--- src/hdl/jpsm_pkg.sv ---
package jpsm_pkg;

    localparam int unsigned CFG_IDX_W  = 3;
    localparam int unsigned CFG_DATA_W = 16;

    typedef enum logic [CFG_IDX_W-1:0] {
        CFG_DEAD_ZONE      = 3'd0,
        CFG_INVERT_X       = 3'd1,
        CFG_INVERT_Y       = 3'd2,
        CFG_REPROBE_MS     = 3'd3,
        CFG_FAIL_LIMIT     = 3'd4,
        CFG_KIND1_BTN_HIGH = 3'd5
    } t_cfg_idx;

    localparam logic [1:0] PORT_SEARCHING = 2'd3;

    localparam logic [1:0] KIND_NONE   = 2'd0;
    localparam logic [1:0] KIND_FIRST  = 2'd1;
    localparam logic [1:0] KIND_SECOND = 2'd2;

    localparam logic [6:0]  DEAD_ZONE_RST  = 7'd32;
    localparam logic [15:0] REPROBE_RST    = 16'd1000;
    localparam logic [7:0]  FAIL_LIMIT_RST = 8'd3;
    localparam logic [7:0]  FAIL_COUNT_MAX = 8'd255;

    typedef struct packed {
        logic right;
        logic left;
        logic down;
        logic up;
        logic start;
    } t_stick_bits;

endpackage

--- src/hdl/jpsm_in_if.sv ---
interface jpsm_in_if;
    logic        valid;
    logic        ready;
    logic [2:0]  pin1_levels;
    logic [2:0]  pin2_levels;
    logic [31:0] now_ms;
    logic [5:0]  port_probe_kinds;
    logic        read_ok;
    logic [7:0]  stick_x_raw;
    logic [7:0]  stick_y_raw;
    logic [7:0]  stick_button_raw;

    modport source (
        output valid, pin1_levels, pin2_levels, now_ms, port_probe_kinds,
               read_ok, stick_x_raw, stick_y_raw, stick_button_raw,
        input  ready
    );
    modport sink (
        input  valid, pin1_levels, pin2_levels, now_ms, port_probe_kinds,
               read_ok, stick_x_raw, stick_y_raw, stick_button_raw,
        output ready
    );
endinterface

--- src/hdl/jpsm_out_if.sv ---
interface jpsm_out_if;
    logic       valid;
    logic       ready;
    logic       a_pressed;
    logic       b_pressed;
    logic       start_pressed;
    logic       up_pressed;
    logic       down_pressed;
    logic       left_pressed;
    logic       right_pressed;
    logic [1:0] joystick_port;
    logic [1:0] joystick_kind;
    logic       joystick_lost;

    modport source (
        output valid, a_pressed, b_pressed, start_pressed, up_pressed, down_pressed,
               left_pressed, right_pressed, joystick_port, joystick_kind, joystick_lost,
        input  ready
    );
    modport sink (
        input  valid, a_pressed, b_pressed, start_pressed, up_pressed, down_pressed,
               left_pressed, right_pressed, joystick_port, joystick_kind, joystick_lost,
        output ready
    );
endinterface

--- src/hdl/joystick_port_scan_pad_mapper.sv ---
// Channel   Dir  Modport        Payload
// i_in      in   sink           pin levels, time, probe kinds, stick read
// o_out     out  source         pad bits, bound port and kind, lost flag
// i_cfg_*   in   write port     register index and data, no read-back
//
// One transaction per cycle unless the result stalls. A transaction passes
// an input register, then the scan/probe/decode logic, then the result register.
// The state update happens as a transaction moves into the result register.
// A stalled result holds both registers; i_in.ready falls only when the
// input register is full and cannot advance. Synchronous active-low reset.
module joystick_port_scan_pad_mapper #(
    parameter int unsigned PORT_COUNT = 3
) (
    input  logic                            i_clk,
    input  logic                            i_rst_n,
    jpsm_in_if.sink                         i_in,
    jpsm_out_if.source                      o_out,
    input  logic                            i_cfg_we,
    input  logic [jpsm_pkg::CFG_IDX_W-1:0]  i_cfg_idx,
    input  logic [jpsm_pkg::CFG_DATA_W-1:0] i_cfg_data
);
    import jpsm_pkg::*;

    localparam logic [1:0] PC = 2'(PORT_COUNT);

    logic [6:0]  r_dead_zone;
    logic        r_invert_x;
    logic        r_invert_y;
    logic [15:0] r_reprobe_ms;
    logic [7:0]  r_fail_limit;
    logic        r_kind1_btn_high;

    logic [1:0]  r_bound_port, n_bound_port;
    logic [1:0]  r_bound_kind, n_bound_kind;
    logic [7:0]  r_fail_count, n_fail_count;
    logic [1:0]  r_probe_index, n_probe_index;
    logic [31:0] r_last_probe, n_last_probe;
    t_stick_bits r_held, n_held;

    logic        r_in_vld;
    logic [2:0]  r_pin1;
    logic [2:0]  r_pin2;
    logic [31:0] r_now;
    logic [5:0]  r_kinds;
    logic        r_read_ok;
    logic [7:0]  r_x_raw;
    logic [7:0]  r_y_raw;
    logic [7:0]  r_btn_raw;

    logic        r_out_vld;
    logic        r_a, r_b, r_lost;
    t_stick_bits r_out_bits;
    logic [1:0]  r_out_port;
    logic [1:0]  r_out_kind;

    logic        adv;
    logic        n_a, n_b, n_lost;

    function automatic logic [1:0] axis_dir(
        input logic [7:0] v,
        input logic       inv,
        input logic [6:0] dz
    );
        logic signed [8:0] v9;
        logic signed [8:0] dz9;
        logic              pos;
        logic              neg;
        v9  = $signed({v[7], v});
        v9  = inv ? -v9 : v9;
        dz9 = $signed({2'b00, dz});
        pos = v9 > dz9;
        neg = !pos && (v9 < -dz9);
        return {pos, neg};
    endfunction

    assign adv        = r_in_vld && (!r_out_vld || o_out.ready);
    assign i_in.ready = !r_in_vld || adv;

    always_ff @(posedge i_clk) begin
        if (!i_rst_n) begin
            r_dead_zone      <= DEAD_ZONE_RST;
            r_invert_x       <= 1'b0;
            r_invert_y       <= 1'b0;
            r_reprobe_ms     <= REPROBE_RST;
            r_fail_limit     <= FAIL_LIMIT_RST;
            r_kind1_btn_high <= 1'b0;
        end else if (i_cfg_we) begin
            unique case (i_cfg_idx)
                CFG_DEAD_ZONE:      r_dead_zone      <= i_cfg_data[6:0];
                CFG_INVERT_X:       r_invert_x       <= i_cfg_data[0];
                CFG_INVERT_Y:       r_invert_y       <= i_cfg_data[0];
                CFG_REPROBE_MS:     r_reprobe_ms     <= i_cfg_data[15:0];
                CFG_FAIL_LIMIT:     r_fail_limit     <= i_cfg_data[7:0];
                CFG_KIND1_BTN_HIGH: r_kind1_btn_high <= i_cfg_data[0];
                default: ;
            endcase
        end
    end

    always_ff @(posedge i_clk) begin
        if (!i_rst_n) begin
            r_in_vld <= 1'b0;
        end else if (i_in.ready) begin
            r_in_vld <= i_in.valid;
        end
    end

    always_ff @(posedge i_clk) begin
        if (i_in.valid && i_in.ready) begin
            r_pin1    <= i_in.pin1_levels;
            r_pin2    <= i_in.pin2_levels;
            r_now     <= i_in.now_ms;
            r_kinds   <= i_in.port_probe_kinds;
            r_read_ok <= i_in.read_ok;
            r_x_raw   <= i_in.stick_x_raw;
            r_y_raw   <= i_in.stick_y_raw;
            r_btn_raw <= i_in.stick_button_raw;
        end
    end

    always_comb begin
        logic [1:0]  port;
        logic [1:0]  k;
        logic [31:0] elapsed;
        logic [7:0]  x8;
        logic [7:0]  y8;
        logic [1:0]  xd;
        logic [1:0]  yd;
        logic        pressed;
        logic [7:0]  fc_inc;

        n_a = 1'b0;
        n_b = 1'b0;
        for (int p = 0; p < PORT_COUNT && p < 3; p++) begin
            if (2'(p) != r_bound_port) begin
                if (!r_pin1[p]) n_a = 1'b1;
                if (!r_pin2[p]) n_b = 1'b1;
            end
        end

        n_bound_port  = r_bound_port;
        n_bound_kind  = r_bound_kind;
        n_fail_count  = r_fail_count;
        n_probe_index = r_probe_index;
        n_last_probe  = r_last_probe;
        n_held        = r_held;
        n_lost        = 1'b0;

        port = r_probe_index;
        if (port >= PC) port = port - PC;
        if (port >= PC) port = port - PC;
        if (port >= PC) port = port - PC;
        unique case (port)
            2'd0:    k = r_kinds[1:0];
            2'd1:    k = r_kinds[3:2];
            2'd2:    k = r_kinds[5:4];
            default: k = KIND_NONE;
        endcase
        elapsed = r_now - r_last_probe;

        if (r_bound_kind == KIND_SECOND) begin
            x8      = r_x_raw;
            y8      = r_y_raw;
            pressed = (r_btn_raw == 8'd0);
        end else begin
            x8      = r_x_raw ^ 8'h80;
            y8      = r_y_raw ^ 8'h80;
            pressed = r_kind1_btn_high ? (r_btn_raw != 8'd0) : (r_btn_raw == 8'd0);
        end
        xd = axis_dir(x8, r_invert_x, r_dead_zone);
        yd = axis_dir(y8, r_invert_y, r_dead_zone);

        fc_inc = (r_fail_count == FAIL_COUNT_MAX) ? FAIL_COUNT_MAX : r_fail_count + 8'd1;

        priority if (r_bound_port == PORT_SEARCHING) begin
            if (elapsed >= {16'd0, r_reprobe_ms}) begin
                n_last_probe  = r_now;
                n_probe_index = (port + 2'd1 == PC) ? 2'd0 : port + 2'd1;
                if (k == KIND_FIRST || k == KIND_SECOND) begin
                    n_bound_port = port;
                    n_bound_kind = k;
                    n_fail_count = 8'd0;
                end
            end
        end else if (r_read_ok) begin
            n_fail_count = 8'd0;
            n_held.start = pressed;
            n_held.right = xd[1];
            n_held.left  = xd[0];
            n_held.up    = yd[1];
            n_held.down  = yd[0];
        end else begin
            n_fail_count = fc_inc;
            if (fc_inc >= r_fail_limit) begin
                n_bound_port = PORT_SEARCHING;
                n_bound_kind = KIND_NONE;
                n_held       = '0;
                n_lost       = 1'b1;
            end
        end
    end

    always_ff @(posedge i_clk) begin
        if (!i_rst_n) begin
            r_bound_port  <= PORT_SEARCHING;
            r_bound_kind  <= KIND_NONE;
            r_fail_count  <= 8'd0;
            r_probe_index <= 2'd0;
            r_last_probe  <= 32'd0;
            r_held        <= '0;
        end else if (adv) begin
            r_bound_port  <= n_bound_port;
            r_bound_kind  <= n_bound_kind;
            r_fail_count  <= n_fail_count;
            r_probe_index <= n_probe_index;
            r_last_probe  <= n_last_probe;
            r_held        <= n_held;
        end
    end

    always_ff @(posedge i_clk) begin
        if (!i_rst_n) begin
            r_out_vld <= 1'b0;
        end else if (adv) begin
            r_out_vld <= 1'b1;
        end else if (o_out.ready) begin
            r_out_vld <= 1'b0;
        end
    end

    always_ff @(posedge i_clk) begin
        if (adv) begin
            r_a        <= n_a;
            r_b        <= n_b;
            r_out_bits <= n_held;
            r_out_port <= n_bound_port;
            r_out_kind <= n_bound_kind;
            r_lost     <= n_lost;
        end
    end

    assign o_out.valid         = r_out_vld;
    assign o_out.a_pressed     = r_a;
    assign o_out.b_pressed     = r_b;
    assign o_out.start_pressed = r_out_bits.start;
    assign o_out.up_pressed    = r_out_bits.up;
    assign o_out.down_pressed  = r_out_bits.down;
    assign o_out.left_pressed  = r_out_bits.left;
    assign o_out.right_pressed = r_out_bits.right;
    assign o_out.joystick_port = r_out_port;
    assign o_out.joystick_kind = r_out_kind;
    assign o_out.joystick_lost = r_lost;

endmodule

--- src/flat_wrapper.sv ---
// flat-port wrapper written by rule: the top's interface ports become plain ports
module joystick_port_scan_pad_mapper_flat import jpsm_pkg::*;
#(
    parameter int unsigned PORT_COUNT = 3
)
  (i_clk, i_rst_n, i_cfg_we, i_cfg_idx, i_cfg_data, i_in_valid, i_in_pin1_levels, i_in_pin2_levels, i_in_now_ms, i_in_port_probe_kinds, i_in_read_ok, i_in_stick_x_raw, i_in_stick_y_raw, i_in_stick_button_raw, i_in_ready, o_out_valid, o_out_a_pressed, o_out_b_pressed, o_out_start_pressed, o_out_up_pressed, o_out_down_pressed, o_out_left_pressed, o_out_right_pressed, o_out_joystick_port, o_out_joystick_kind, o_out_joystick_lost, o_out_ready);
  jpsm_in_if i_in_i ();
  jpsm_out_if o_out_i ();
  input  logic i_clk;
  input  logic i_rst_n;
  input  logic i_cfg_we;
  input  logic [jpsm_pkg::CFG_IDX_W-1:0] i_cfg_idx;
  input  logic [jpsm_pkg::CFG_DATA_W-1:0] i_cfg_data;
  input wire logic [$bits(i_in_i.valid)-1:0] i_in_valid;
  input wire logic [$bits(i_in_i.pin1_levels)-1:0] i_in_pin1_levels;
  input wire logic [$bits(i_in_i.pin2_levels)-1:0] i_in_pin2_levels;
  input wire logic [$bits(i_in_i.now_ms)-1:0] i_in_now_ms;
  input wire logic [$bits(i_in_i.port_probe_kinds)-1:0] i_in_port_probe_kinds;
  input wire logic [$bits(i_in_i.read_ok)-1:0] i_in_read_ok;
  input wire logic [$bits(i_in_i.stick_x_raw)-1:0] i_in_stick_x_raw;
  input wire logic [$bits(i_in_i.stick_y_raw)-1:0] i_in_stick_y_raw;
  input wire logic [$bits(i_in_i.stick_button_raw)-1:0] i_in_stick_button_raw;
  output wire logic [$bits(i_in_i.ready)-1:0] i_in_ready;
  output wire logic [$bits(o_out_i.valid)-1:0] o_out_valid;
  output wire logic [$bits(o_out_i.a_pressed)-1:0] o_out_a_pressed;
  output wire logic [$bits(o_out_i.b_pressed)-1:0] o_out_b_pressed;
  output wire logic [$bits(o_out_i.start_pressed)-1:0] o_out_start_pressed;
  output wire logic [$bits(o_out_i.up_pressed)-1:0] o_out_up_pressed;
  output wire logic [$bits(o_out_i.down_pressed)-1:0] o_out_down_pressed;
  output wire logic [$bits(o_out_i.left_pressed)-1:0] o_out_left_pressed;
  output wire logic [$bits(o_out_i.right_pressed)-1:0] o_out_right_pressed;
  output wire logic [$bits(o_out_i.joystick_port)-1:0] o_out_joystick_port;
  output wire logic [$bits(o_out_i.joystick_kind)-1:0] o_out_joystick_kind;
  output wire logic [$bits(o_out_i.joystick_lost)-1:0] o_out_joystick_lost;
  input wire logic [$bits(o_out_i.ready)-1:0] o_out_ready;
  assign i_in_i.valid = i_in_valid;
  assign i_in_i.pin1_levels = i_in_pin1_levels;
  assign i_in_i.pin2_levels = i_in_pin2_levels;
  assign i_in_i.now_ms = i_in_now_ms;
  assign i_in_i.port_probe_kinds = i_in_port_probe_kinds;
  assign i_in_i.read_ok = i_in_read_ok;
  assign i_in_i.stick_x_raw = i_in_stick_x_raw;
  assign i_in_i.stick_y_raw = i_in_stick_y_raw;
  assign i_in_i.stick_button_raw = i_in_stick_button_raw;
  assign i_in_ready = i_in_i.ready;
  assign o_out_valid = o_out_i.valid;
  assign o_out_a_pressed = o_out_i.a_pressed;
  assign o_out_b_pressed = o_out_i.b_pressed;
  assign o_out_start_pressed = o_out_i.start_pressed;
  assign o_out_up_pressed = o_out_i.up_pressed;
  assign o_out_down_pressed = o_out_i.down_pressed;
  assign o_out_left_pressed = o_out_i.left_pressed;
  assign o_out_right_pressed = o_out_i.right_pressed;
  assign o_out_joystick_port = o_out_i.joystick_port;
  assign o_out_joystick_kind = o_out_i.joystick_kind;
  assign o_out_joystick_lost = o_out_i.joystick_lost;
  assign o_out_i.ready = o_out_ready;
  joystick_port_scan_pad_mapper #(.PORT_COUNT(PORT_COUNT)) u_core (.i_clk(i_clk), .i_rst_n(i_rst_n), .i_in(i_in_i), .o_out(o_out_i), .i_cfg_we(i_cfg_we), .i_cfg_idx(i_cfg_idx), .i_cfg_data(i_cfg_data));
endmodule
--- config.mk ---
export PLATFORM = sky130hd
export DESIGN_NAME = joystick_port_scan_pad_mapper_flat
export DESIGN_NICKNAME = d
export VERILOG_FILES = /design/src/hdl/jpsm_pkg.sv /design/src/hdl/jpsm_in_if.sv /design/src/hdl/jpsm_out_if.sv /design/src/hdl/joystick_port_scan_pad_mapper.sv /design/src/flat_wrapper.sv
export SDC_FILE = /design/constraint.sdc
export NUM_CORES = 1
export LEC_CHECK = 0
export ABC_AREA = 1
export ABC_CLOCK_PERIOD_IN_PS = 5200
export BUFFER_PORTS_ARGS = -buffer_cell sky130_fd_sc_hd__buf_4
export CAP_MARGIN = 40
export CORE_MARGIN = 3
export CORE_UTILIZATION = 55
export CTS_CLUSTER_DIAMETER = 80
export DETAILED_ROUTE_END_ITERATION = 12
export PLACE_DENSITY = 0.75
export SYNTH_ARGS = -nofsm -noshare
export SYNTH_HDL_FRONTEND = slang
export SYNTH_SLANG_ARGS = --single-unit
--- constraint.sdc ---
create_clock -name i_clk -period 5.2 [get_ports i_clk]
set_input_delay 0.78 -clock i_clk [delete_from_list [all_inputs] [get_ports i_clk]]
set_output_delay 0.78 -clock i_clk [all_outputs]
set_load 0.01 [all_outputs]
# Yosys cells after proc, flatten, opt, wreduce, memory -nomap -nowiden
# Index checks and enable logic that the tools add are counted.
# word_totals
ff_bits	168
out_inout_bits	14
# op_classes
addsub	9
order_cmp	9
eq_ne	17
n_mux	44
bitwise	2
n_reduce_logical	26
# ops
operator	count
$mux W8	7
$ge A32 B16 Y1	1
$sub A32 B32 Y32	1
$mux W2	14
$gt A9 B8 Y1	2
$lt A9 B9 Y1	2
$mux W9	2
$neg A8 Y9	2
$mux W1	17
$mux W5	3
$reduce_and A2 Y1	6
$eq A2 B2 Y1 const B	5
$neg A7 Y9	1
$add A8 B1 Y8 const B	1
$eq A8 B8 Y1 const B	1
$ge A8 B8 Y1	1
$logic_not A8 Y1	1
$reduce_bool A8 Y1	1
$eq A3 B2 Y1 const B	2
$eq A3 B3 Y1 const B	2
$ge A2 B2 Y1 const B	3
$pmux W2 S3	1
$reduce_and A3 Y1	2
$sub A2 B2 Y2 const B	3
14 further kinds	26

# Depth between registers and ports, before layout
# depth
ltp_word	13
depth_mapped	28
mapped_depth_nobuf	28

# Worst setup path before layout
# No wires, ideal clock.
# synth_path
kind	register to register
from	register u_core.r_now[0]
to	register u_core.r_last_probe[26]
setup_ns	0.066
arrival_time_ns	3.000
required_ns	5.134
path_slack_ns	2.134
path_stages_with_launch	26
n_path_buf	2
cell_sequence	edfxtp_1 inv_1 ha_1 fa_1 inv_1 nand2_1 nand3_1 nand2_1 nand2_2 xor2_1 ha_1 nand2_1 nor2_1 a211oi_1 nand2_1 nor2_1 nand2_1 nor2_2 nand2_2 nor2_4 nand2_4 nand2_4 buf_12 buf_12 o21ai_1 a21oi_2
# synth_via
elab_chain_cells	3
# synth_rtl
element	line	text
start, declared	joystick_port_scan_pad_mapper.sv:43	logic [31:0] r_now;
start signal, assigned	joystick_port_scan_pad_mapper.sv:112	r_now <= i_in.now_ms;
$sub A32 B32 Y32	joystick_port_scan_pad_mapper.sv:159	elapsed = r_now - r_last_probe;
$ge A32 B16 Y1	joystick_port_scan_pad_mapper.sv:176	if (elapsed >= {16'd0, r_reprobe_ms}) begin
$reduce_and A3 Y1 (no line)	-	
end signal, assigned	joystick_port_scan_pad_mapper.sv:216	r_last_probe <= n_last_probe;
end, declared	joystick_port_scan_pad_mapper.sv:37	logic [31:0] r_last_probe, n_last_probe;
# Every way passes these cells.
# A chain may end at the register's enable or synchronous reset.

# Worst setup path after layout
# layout_path
from	register u_core.r_now[9]
to	register u_core.r_last_probe[22]
# The elaborated chain is that of the path after synthesis.

==> flow_metrics.py <==
metrics = {
    "sta": {
        "timing.fmax_ghz": 0.260,
        "fin_skew_ns": 0.0175,
        "rsz0062_at_grt": "no",
        "whs_ns": 0.457,
        "final.period_utilization_pct": 74.0,
        "slew_headroom_pct": 43.3,
        "period_needed_ns": 3.85,
        "finalSetupTns_ns": 0,
        "worstMarginPinSlew_ns": 0.849,
        "hold_viol_final": 0,
        "slew_viol_final": 0,
        "finalSetupViolations": 0,
    },
    "run": {
        "maxCapViolCount": 0,
    },
    "floorplanning": {
        "dieArea_um2": 20800,
        "fp.dieH_um": 144,
        "core_um2": 18400,
        "ios": 107,
        "rows": 49,
        "start_util_pct": 57.2,
        "die_w_um": 144,
    },
    "clock_tree": {
        "cts_made_buffers": 17,
        "htreeDepth": 4,
        "worstSkewPairLatency_ns": 0.44,
        "tritoncts": "yes",
        "post-cts-setup-buffers": 0,
        "cts_hold_buf": 0,
        "cts-resized-gates": 0,
        "cts_buffer_depth": 2,
        "clock_sinks": 168,
        "path_clk_slew_ns": 0.07,
        "clk_root_buffer_cell": "clkbuf_16",
    },
    "worst_setup_path": {
        "cp_cell_sequence": "ha_1, nand2_1, nor2_2, nand2_1, inv_1, nand2_1, nand2_1, xor2_1, ha_1, a21oi_1, nor2_1, a211oi_1, nand2_1, nor2_1, nand2_1, nor2_2, nand2_2, nor2_4, nand2_4, nand2_4, o21ai_0, a21oi_1",
        "setup.worst_path.start_class": "flop",
        "cp.required_ns": 5.55,
        "critPathMaxFanout": 66,
        "crit_path_frequent_cell": "nand2_1",
        "worstSetupEndpointType": "flop",
        "critical_path_arrival_ns": 4.20,
        "worstSetupPathType": "flop to flop",
        "max_stage_delay_ns": 0.47,
        "crit_path_top_delay_cell": "nand2_4",
    },
    "drt": {
        "wire_per_inst_um": 14.0,
        "dr.pass1.iters": 6,
        "remaining_drc_errors": 0,
        "vias_per_cell": 5.15,
        "postRouteAntennaNets": 0,
        "finalWirelength_um": 24400,
        "vias": 8982,
        "drt_iter0_drc": 539,
    },
    "placed_design": {
        "gp_congestion": 0.970,
        "place_hpwl_um": 18800,
        "portBuffers": 106,
        "dpl_cell_area_um2": 11500,
        "dp.cells": 1713,
    },
    "global_routing": {
        "grt_max_degree": 67,
        "antenna_found_initial": 0,
        "grt_overflow": 0,
        "grt_pass1_wl_um": 38900,
        "grt_use_total_pct": 23.5,
        "grt_pass1_vias": 8490,
    },
    "logic_synthesis": {
        "yosys_warnings": 0,
        "synthMuxAreaShare_pct": 0,
        "seq_area_frac_synth_pct": 39.7,
        "ys_ff_latch": 168,
        "ys_types": 47,
        "synth-compound-area-share_pct": 12.7,
        "synth_edf_count": 81,
        "syn_inst": 1400,
        "synth-xor-area-share_pct": 2.91,
        "synth-adder-area-share_pct": 11.1,
        "synth-simple-area-share_pct": 22.7,
        "synthesis.area_um2": 10500,
        "synth_top_family_by_area": "simple AND/OR/NAND/NOR gates",
        "synth.area.top_cells": "edfxtp_1 23%, dfxtp_1 17%, nand2_1 13%",
        "synth.avg_cell_area_um2": 7.52,
        "async_flop_share_pct": 0,
        "post-synth-top-area-fraction_pct": 23.1,
        "syn_nets": 1586,
        "ys.flop_type": "dfxtp_1",
        "yosysTopAreaCell": "edfxtp_1",
    },
    "hold_path": {
        "hold_path.class": "flop to flop",
    },
    "final_layout": {
        "fillers": 1612,
        "stdcell_count": 1745,
        "antennaDiodeCount": 0,
        "drive_gt1_share_pct": 12.2,
        "fin_util_pct": 65.7,
        "finalNetCount": 1689,
        "syn_to_final_growth_pct": 14.9,
        "design_area_um2": 12100,
    },
    "power_and_ir_drop": {
        "clockPowerShare_pct": 35.4,
        "p_switching_mw": 1.17,
        "p_leak_nw": 5.86,
        "powerDensity_nw_per_um2": 306,
        "swShare_pct": 31.6,
        "power.internal_mw": 2.53,
        "ir_worst_vdd_mv": 0.239,
        "power_frac_comb_pct": 23.9,
        "p_seq_share_pct": 40.7,
    },
    "status": {
        "status": "complete, no violations",
    },
}
## cells in the final DEF (no fill, tap or decap), types with 3 or more instances in the layout
cell type   instances
o21ai_0            79
xor2_1             25
o2111ai_1           3
inv_1             261
ha_1               92
a21oi_2             8
edfxtp_1           81
inv_8               4
nand2_2            10
or2_2               3
inv_2               5
o21ai_1             5
nor2_2             10
nor2_1             92
buf_4             109
nor4_1              3
dfxtp_1            87
a31oi_1             3
nand2_1           358
nand3_1            61
clkinvlp_4          4
nor3_1              9
o31ai_1             3
nand4_1            12
clkbuf_16          17
o211ai_1           11
o22ai_1             3
a21oi_1           117
xnor2_1            10
## flip-flops by register name (all words and copies together) (netlist names), 3 cells and up
| name | flops |
|---|---|
| u_core.r_pin1 | 3 |
| u_core.r_reprobe_ms | 16 |
| u_core.r_y_raw | 8 |
| u_core.r_held | 5 |
| u_core.r_pin2 | 3 |
| u_core.r_kinds | 6 |
| u_core.r_last_probe | 32 |
| u_core.r_now | 32 |
| u_core.r_fail_limit | 8 |
| u_core.r_fail_count | 8 |
| u_core.r_btn_raw | 8 |
| u_core.r_dead_zone | 7 |
| u_core.r_x_raw | 8 |
## layer usage
metal  track usage [%]  up-vias  part of all wire [%]
met3              3.80       41                   4.2
met4              8.15        0                   2.6
met2              42.4      206                    50
met1              28.4     4021                    43
met5                 0        -                     0
li1                  -     4714                     -
## cells by family after synthesis
logic type | after synthesis
AO/OA/AOI/OAI | 243
XOR/XNOR | 35
adder cells (fa/ha/maj) | 93
buffers and inverters | 292
flip-flops | 168
AND/OR/NAND/NOR | 569
## power by group through the flow
stage | Combinational [mW] | Clock [mW] | Sequential (mW)
2_1_floorplan | 0.642 | 0 | 1.53
3_3_place_gp | 0.856 | 0 | 1.54
3_5_place_dp | 0.875 | 0 | 1.54
4_1_cts | 0.884 | 1.33 | 1.51
5_1_grt | 1.01 | 1.39 | 1.52
6_report | 0.885 | 1.31 | 1.51
## stage by stage
stage               worst slack [ns]  total power [mW]
floorplan                       2.13              2.17
global placement                1.50              2.39
detailed placement              1.37              2.41
CTS                             1.32              3.72
global route                   0.932              3.92
finish                          1.35              3.71
## final cells by class
| type | count | area [µm²] | share of cell area, % |
|---|---|---|---|
| Tap cell | 229 | 287 | 2.37 |
| Sequential cell | 168 | 4170 | 34.5 |
| Clock inverter | 15 | 186 | 1.54 |
| Inverter | 267 | 1000 | 8.29 |
| Timing Repair Buffer | 109 | 818 | 6.77 |
| Clock buffer | 17 | 425 | 3.52 |
| Multi-Input combinational cell | 940 | 5200 | 43.0 |
## Yosys cell counts, types with 5 or more instances
cell type / number
nand2_1: 358
o21ai_1: 5
nor2_1: 92
nor2_2: 10
nand4_1: 12
clkbuf_1: 16
nor3_1: 9
a21oi_1: 117
a21oi_2: 8
o211ai_1: 11
dfxtp_1: 87
inv_1: 262
xor2_1: 25
ha_1: 92
nand2_2: 10
edfxtp_1: 81
xnor2_1: 10
o21ai_0: 79
nand3_1: 61
## critical path, delay by kind of cell (launching register included)
kind,cells,cell delay (ns)
simple gates,14,1.76
flops,1,0.39
buf+inv,1,0.08
fa+ha+maj,2,0.66
compound gates,4,0.65
xor+xnor,1,0.19
## final timing paths
path         cells past startpoint                            startpoint  slack, ns                                    to
max reg2reg                     22             u_core.r_now[9]$_DFFE_PP_       1.35  u_core.r_last_probe[22]$_SDFFE_PN0P_
min reg2reg                      2  u_core.r_last_probe[12]$_SDFFE_PN0P_       0.46  u_core.r_last_probe[12]$_SDFFE_PN0P_
max                             22             u_core.r_now[9]$_DFFE_PP_       1.35  u_core.r_last_probe[22]$_SDFFE_PN0P_
min                              2  u_core.r_last_probe[12]$_SDFFE_PN0P_       0.46  u_core.r_last_probe[12]$_SDFFE_PN0P_
Note: power is estimated with default switching activity, not from simulation.
